### src/design/wbi_pkg.sv
// Shared types, constants and the arctangent table for the wind interpolator.
// No dependencies.
package wbi_pkg;

  localparam int unsigned CorWidth = 28;           // signed CORDIC x/y width
  localparam int unsigned AngWidth = 30;           // signed angle width, degrees Q16
  localparam int unsigned SpdWidth = 24;           // corner speed, 1/65536 m/s
  localparam int unsigned DirWidth = 25;           // corner direction, degrees Q16
  localparam logic [19:0] InvGain = 20'd636751;    // 1/K in Q20
  localparam logic signed [AngWidth-1:0] Deg180 = 30'sd11796480;
  localparam logic signed [AngWidth-1:0] DegM90 = -30'sd5898240;
  localparam logic signed [AngWidth-1:0] Deg360 = 30'sd23592960;
  localparam logic [20:0] LonLimit = 21'd1474560;
  localparam logic signed [19:0] LatLimit = 20'sd368640;
  localparam logic [15:0] SpdMax = 16'd46341;
  localparam logic [14:0] DirMax = 15'd23039;

  localparam logic CfgLon = 1'b0;
  localparam logic CfgLat = 1'b1;

  typedef struct packed {
    logic signed [15:0] nw_u;
    logic signed [15:0] nw_v;
    logic signed [15:0] ne_u;
    logic signed [15:0] ne_v;
    logic signed [15:0] se_u;
    logic signed [15:0] se_v;
    logic signed [15:0] sw_u;
    logic signed [15:0] sw_v;
  } in_item_t;

  typedef struct packed {
    logic [15:0] wind_speed;
    logic [14:0] wind_direction;
    logic        position_valid;
  } out_item_t;

  // atan(2^-i) in degrees Q16
  function automatic logic signed [AngWidth-1:0] atan_q16(input logic [4:0] i);
    logic signed [AngWidth-1:0] a;
    case (i)
      5'd0: a = 30'sd2949120;   5'd1: a = 30'sd1740967;
      5'd2: a = 30'sd919879;    5'd3: a = 30'sd466945;
      5'd4: a = 30'sd234379;    5'd5: a = 30'sd117304;
      5'd6: a = 30'sd58666;     5'd7: a = 30'sd29335;
      5'd8: a = 30'sd14668;     5'd9: a = 30'sd7334;
      5'd10: a = 30'sd3667;     5'd11: a = 30'sd1833;
      5'd12: a = 30'sd917;      5'd13: a = 30'sd458;
      5'd14: a = 30'sd229;      5'd15: a = 30'sd115;
      5'd16: a = 30'sd57;       5'd17: a = 30'sd29;
      5'd18: a = 30'sd14;       5'd19: a = 30'sd7;
      5'd20: a = 30'sd4;        5'd21: a = 30'sd2;
      5'd22: a = 30'sd1;
      default: a = '0;
    endcase
    return a;
  endfunction

endpackage

### src/design/wbi_corner.sv
// Pipelined vectoring CORDIC for one grid corner: speed and direction.
// Depends on wbi_pkg. Every register advances only on en.
module wbi_corner #(
  parameter int unsigned CORDIC_STAGES = 16
) (
  input  logic                           clk,
  input  logic                           en,
  input  logic signed [15:0]             u,
  input  logic signed [15:0]             v,
  output logic [wbi_pkg::SpdWidth-1:0]   speed,
  output logic [wbi_pkg::DirWidth-1:0]   direction
);
  localparam int unsigned CW = wbi_pkg::CorWidth;
  localparam int unsigned AW = wbi_pkg::AngWidth;

  logic signed [CW-1:0] x_r [CORDIC_STAGES+1];
  logic signed [CW-1:0] y_r [CORDIC_STAGES+1];
  logic signed [AW-1:0] z_r [CORDIC_STAGES+1];
  logic                 calm_r [CORDIC_STAGES+1];

  // prerotation into the right half plane
  always_ff @(posedge clk) begin
    if (en) begin
      calm_r[0] <= (u == 16'sd0) && (v == 16'sd0);
      if (u < 0) begin
        x_r[0] <= -({{(CW-16){u[15]}}, u} <<< 8);
        y_r[0] <= -({{(CW-16){v[15]}}, v} <<< 8);
        z_r[0] <= (v >= 0) ? wbi_pkg::Deg180 : -wbi_pkg::Deg180;
      end else begin
        x_r[0] <= {{(CW-16){u[15]}}, u} <<< 8;
        y_r[0] <= {{(CW-16){v[15]}}, v} <<< 8;
        z_r[0] <= '0;
      end
    end
  end

  // one micro-rotation per stage
  for (genvar i = 0; i < CORDIC_STAGES; i++) begin : g_stage
    always_ff @(posedge clk) begin
      if (en) begin
        calm_r[i+1] <= calm_r[i];
        if (!y_r[i][CW-1]) begin
          x_r[i+1] <= x_r[i] + (y_r[i] >>> i);
          y_r[i+1] <= y_r[i] - (x_r[i] >>> i);
          z_r[i+1] <= z_r[i] + wbi_pkg::atan_q16(5'(i));
        end else begin
          x_r[i+1] <= x_r[i] - (y_r[i] >>> i);
          y_r[i+1] <= y_r[i] + (x_r[i] >>> i);
          z_r[i+1] <= z_r[i] - wbi_pkg::atan_q16(5'(i));
        end
      end
    end
  end

  // gain correction and direction conversion
  logic [CW-2:0]        mag;
  logic signed [AW-1:0] zf, d0, d1;
  logic [CW-2:0]        mag_r;
  logic [wbi_pkg::DirWidth-1:0] dir_r, dir2_r;
  logic [CW+19:0]       prod_r;

  always_comb begin
    mag = x_r[CORDIC_STAGES][CW-1] ? '0 : x_r[CORDIC_STAGES][CW-2:0];
    if (calm_r[CORDIC_STAGES]) mag = '0;
    zf  = calm_r[CORDIC_STAGES] ? '0 : z_r[CORDIC_STAGES];
    d0  = wbi_pkg::DegM90 - zf;
    d1  = d0[AW-1] ? d0 + wbi_pkg::Deg360 : d0;
  end

  always_ff @(posedge clk) begin
    if (en) begin
      mag_r  <= mag;
      if (d1[AW-1]) dir_r <= '0;
      else if (d1 >= wbi_pkg::Deg360) dir_r <= 25'(wbi_pkg::Deg360 - 1);
      else dir_r <= d1[wbi_pkg::DirWidth-1:0];
      prod_r <= {{20{1'b0}}, mag_r} * {{(CW-1){1'b0}}, wbi_pkg::InvGain};
      dir2_r <= dir_r;
    end
  end

  assign speed     = prod_r[wbi_pkg::SpdWidth+19:20];
  assign direction = dir2_r;
endmodule

### config.mk
export PLATFORM = sky130hd
export DESIGN_NAME = wbi_corner
export DESIGN_NICKNAME = d
export VERILOG_FILES = /design/src/design/wbi_pkg.sv /design/src/design/wbi_corner.sv
export SDC_FILE = /design/constraint.sdc
export NUM_CORES = 2
export LEC_CHECK = 0
export ABC_CLOCK_PERIOD_IN_PS = 8850
export BUFFER_PORTS_ARGS = -buffer_cell sky130_fd_sc_hd__buf_4
export CAP_MARGIN = 20
export CORE_ASPECT_RATIO = 2
export CORE_MARGIN = 2
export CORE_UTILIZATION = 66
export DETAILED_ROUTE_END_ITERATION = 10
export PLACE_DENSITY = 0.93
export SLEW_MARGIN = 10
export SYNTH_ARGS = -nofsm -noshare
export SYNTH_HDL_FRONTEND = slang
export SYNTH_SLANG_ARGS = --single-unit
### constraint.sdc
create_clock -name clk -period 8.85 [get_ports clk]
set_input_delay 0.4425 -clock clk [delete_from_list [all_inputs] [get_ports clk]]
set_output_delay 0.4425 -clock clk [all_outputs]
set_load 0.05 [all_outputs]
==> out/metrics.csv <==
stage;metric;value;unit
outcome;outcome;finished clean;
yosys;synth_edf_count;1400;
route;antenna_left;0;
yosys;syn_nets;14046;
floorplan;row_count;221;
finish;layout_commonest_cell;ha_1;
yosys;yosys-top-cells-area;edfxtp_1 35%, ha_1 15%, xnor2_1 7.7%, fa_1 4.8%, a21oi_1 4.2%;
sta;rsz0062_at_grt;no;
flow_run;cap_violations;0;
floorplan;fp.dieH;608;um
floorplan;coreArea;0.181;mm2
worst_setup_path;crit_path_start_kind;register;
grt;use_met2;72.1;%
placement;dpl_worst_slack;760;ps
worst_setup_path;crit_path_end_kind;register;
sta;finalSetupViolCount;0;
floorplan;dieArea;0.186;mm2
placement;io_buffers;82;
worst_setup_path;critPathTopFamily;adder cells;
grt;grt_pass1_wl;553000;um
floorplan;start_util;66.5;%
sta;layout_min_cycle_time;8100;ps
yosys;yosys_warnings;0;
route;drc;0;
sta;whs;48.2;ps
grt;grt_overflow;0;
cts;clockBufferDepth;4;
sta;fmax;0.123;GHz
worst_setup_path;arrival;8670;ps
finish;final_nets;14210;
sta;skew;82.3;ps
cts;cts_buffers;142;
grt;met3_usage;7.56;%
yosys;synth_cells;12287;
yosys;ys_seq_area_share;34.9;%
grt;track_usage;38.6;%
sta;slew_headroom;16.9;%
finish;fill_cells;12860;
yosys;synthFlopType;edfxtp_1;
yosys;yosys.area.top_type;edfxtp_1;
worst_setup_path;critical_path_class;reg2reg;
worst_setup_path;cp_max_fo;5;
cts;htree_levels;4;
sta;worst_pin_slew;1240;ps
finish;area_growth;7.02;%
worst_setup_path;cp.required;9420;ps
placement;gp_congestion;1.11;
worst_setup_path;crit_path_top_delay_cell;fa_1;
sta;post-route-period-util;91.6;%
cts;clock_latency;860;ps
grt;top_usage_layer;met2;
yosys;synthArstFlopShare;0;%
cts;tritoncts;done;
route;drt_wl_total;364000;um
cts;path_clk_slew;70;ps
worst_setup_path;cp_cell_sequence;inv_1, fa_1, fa_1, fa_1, inv_1, fa_1, fa_1, fa_1, inv_1, fa_1, inv_1, ha_1, a211oi_1, o21ai_0, nor3_1, a211oi_1, a221oi_1, a21oi_1, a221o_1, a41oi_1, o211ai_1, and3_1, a211o_1;
route;vias;98484;
yosys;yosysUniqueCellTypes;94;
min_path;hold_path_class;in2reg;
sta;final.setup.tns;0;ps
grt;grt_pass1_vias;101741;
grt;antenna_found_initial;18;
finish;drive_gt1_share;4.10;%
route;via_per_inst;6.61;
yosys;avgSynthCellArea;9.80;um2
worst_setup_path;critPathMaxStageDelay;600;ps
floorplan;pin_count;83;
grt;use_met1;30.1;%
finish;final_cell_mix;1435 x ha_1, 1400 x edfxtp_1, 1049 x xnor2_1;
sta;final-max-slew-violation-count;0;
sta;finalHoldViolCount;0;
floorplan;dieWidth;306;um
route;wl_per_cell;24.5;um
cts;cts_sinks;1400;
worst_setup_path;cpMostUsedCell;fa_1;
yosys;synth_seq_cells;1400;
yosys;synth_area;0.120;mm2
grt;grt_max_degree;160;
cts;cts-root-buf;clkbuf_16;
route;drt_iter0_drc;7272;
route;firstDrtPassIters;7;
worst_setup_path;crit_buf_inv;4;
yosys;synth.top_cell.area_share;34.9;%
placement;hpwl;284000;um
sta;layout_setup_ws;747;ps
==> state kept, by name, summed over array words and instances (netlist names) <==
| name | cells |
|---|---|
| z_r | 437 |
| direction | 25 |
| mag_r | 27 |
| calm_r | 17 |
| dir_r | 25 |
| y_r | 399 |
| x_r | 446 |
| prod_r | 24 |
==> path summary, 6_finish.rpt <==
| path | start | end | slack, ps | cells after the start |
|---|---|---|---|---|
| max | mag_r[8] | prod_r[40] | 750 | 23 |
| min | v[1] | y_r[0][9] | 50 | 3 |
| max reg2reg | mag_r[8] | prod_r[40] | 750 | 23 |
| min reg2reg | calm_r[0][8] | calm_r[0][9] | 420 | 0 |
==> cells in the mapped netlist (40+ instances only) <==
| cell type | number |
|---|---|
| mux2i_1 | 42 |
| o211ai_1 | 51 |
| edfxtp_1 | 1400 |
| nand4_1 | 42 |
| ha_1 | 1435 |
| nand2_1 | 700 |
| o21a_1 | 204 |
| o41ai_1 | 85 |
| nor4_1 | 78 |
| a31oi_1 | 107 |
| fa_1 | 290 |
| a211oi_1 | 107 |
| and3_1 | 115 |
| a21boi_0 | 52 |
| o21ai_0 | 657 |
| a21oi_1 | 1018 |
| clkbuf_1 | 149 |
| a21o_1 | 389 |
| or3_1 | 121 |
| o31ai_1 | 128 |
| xor2_1 | 504 |
| or2_2 | 40 |
| o21bai_1 | 124 |
| nand3_1 | 208 |
| nor2_1 | 995 |
| and2_1 | 93 |
| inv_1 | 858 |
| xnor2_1 | 1056 |
| nor3_1 | 379 |
| nand2b_1 | 195 |
| nor2b_1 | 151 |
==> what timing repair did <==
action,4_1_cts,5_1_grt
hold buffers,31,0
setup buffers,0,0
hold endpoints to repair,38,0
resized for setup,0,0
==> layer usage <==
metal	vias up	routed length [um]
met1	46615	103000
met3	2275	18700
met5	-	66
met2	4415	192000
li1	45169	-
met4	10	51200
==> metrics by stage <==
| step | utilization (%) | instance area (um2) | instances |
|---|---|---|---|
| after CTS | 71.1 | 129000 | 14886 |
| after global routing | 71.1 | 129000 | 14894 |
| after detailed placement | 68.4 | 124000 | 14612 |
| final | 71.1 | 129000 | 14906 |
| after global placement | 68.4 | 124000 | 14611 |
| after floorplan | - | 120000 | 12287 |
==> worst reg2reg max path: stages, from the launching register on <==
cell      delay (ps)
edfxtp_1         550
inv_1            270
fa_1             600
fa_1             450
fa_1             510
inv_1             50
fa_1             590
fa_1             470
fa_1             580
inv_1             70
fa_1             480
inv_1             40
ha_1             310
a211oi_1         210
o21ai_0          120
nor3_1           180
a211oi_1         160
a221oi_1         600
a21oi_1          250
a221o_1          410
a41oi_1          340
o211ai_1         180
and3_1           210
a211o_1          230
==> layout make-up <==
type	count	area, um2	share of cell area (%)
Clock buffer	166	3690	2.86
Multi-Input combinational cell	9854	74500	57.8
Inverter	864	3240	2.52
Sequential cell	1400	42000	32.6
Antenna cell	15	37.5	0.0291
Tap cell	2341	2930	2.27
Clock inverter	77	797	0.618
Timing Repair Buffer	189	1580	1.23
==> logic make-up (layout without fill, tap and decap cells) <==
| logic type | Yosys count | in the layout | synth area share [%] |
|---|---|---|---|
| simple gates | 3256 | 3256 | 13.0 |
| fa+ha+maj | 1725 | 1725 | 19.7 |
| xor+xnor | 1560 | 1560 | 11.3 |
| flops | 1400 | 1400 | 34.9 |
| mux | 74 | 74 | 0.658 |
| compound gates | 3239 | 3239 | 17.1 |
| buf+inv | 1033 | 1296 | 3.23 |
| other cells | 0 | 15 | 0 |
Power is not shown: default switching activity piles up to over one toggle a cycle in this logic, so the estimate is an artifact.
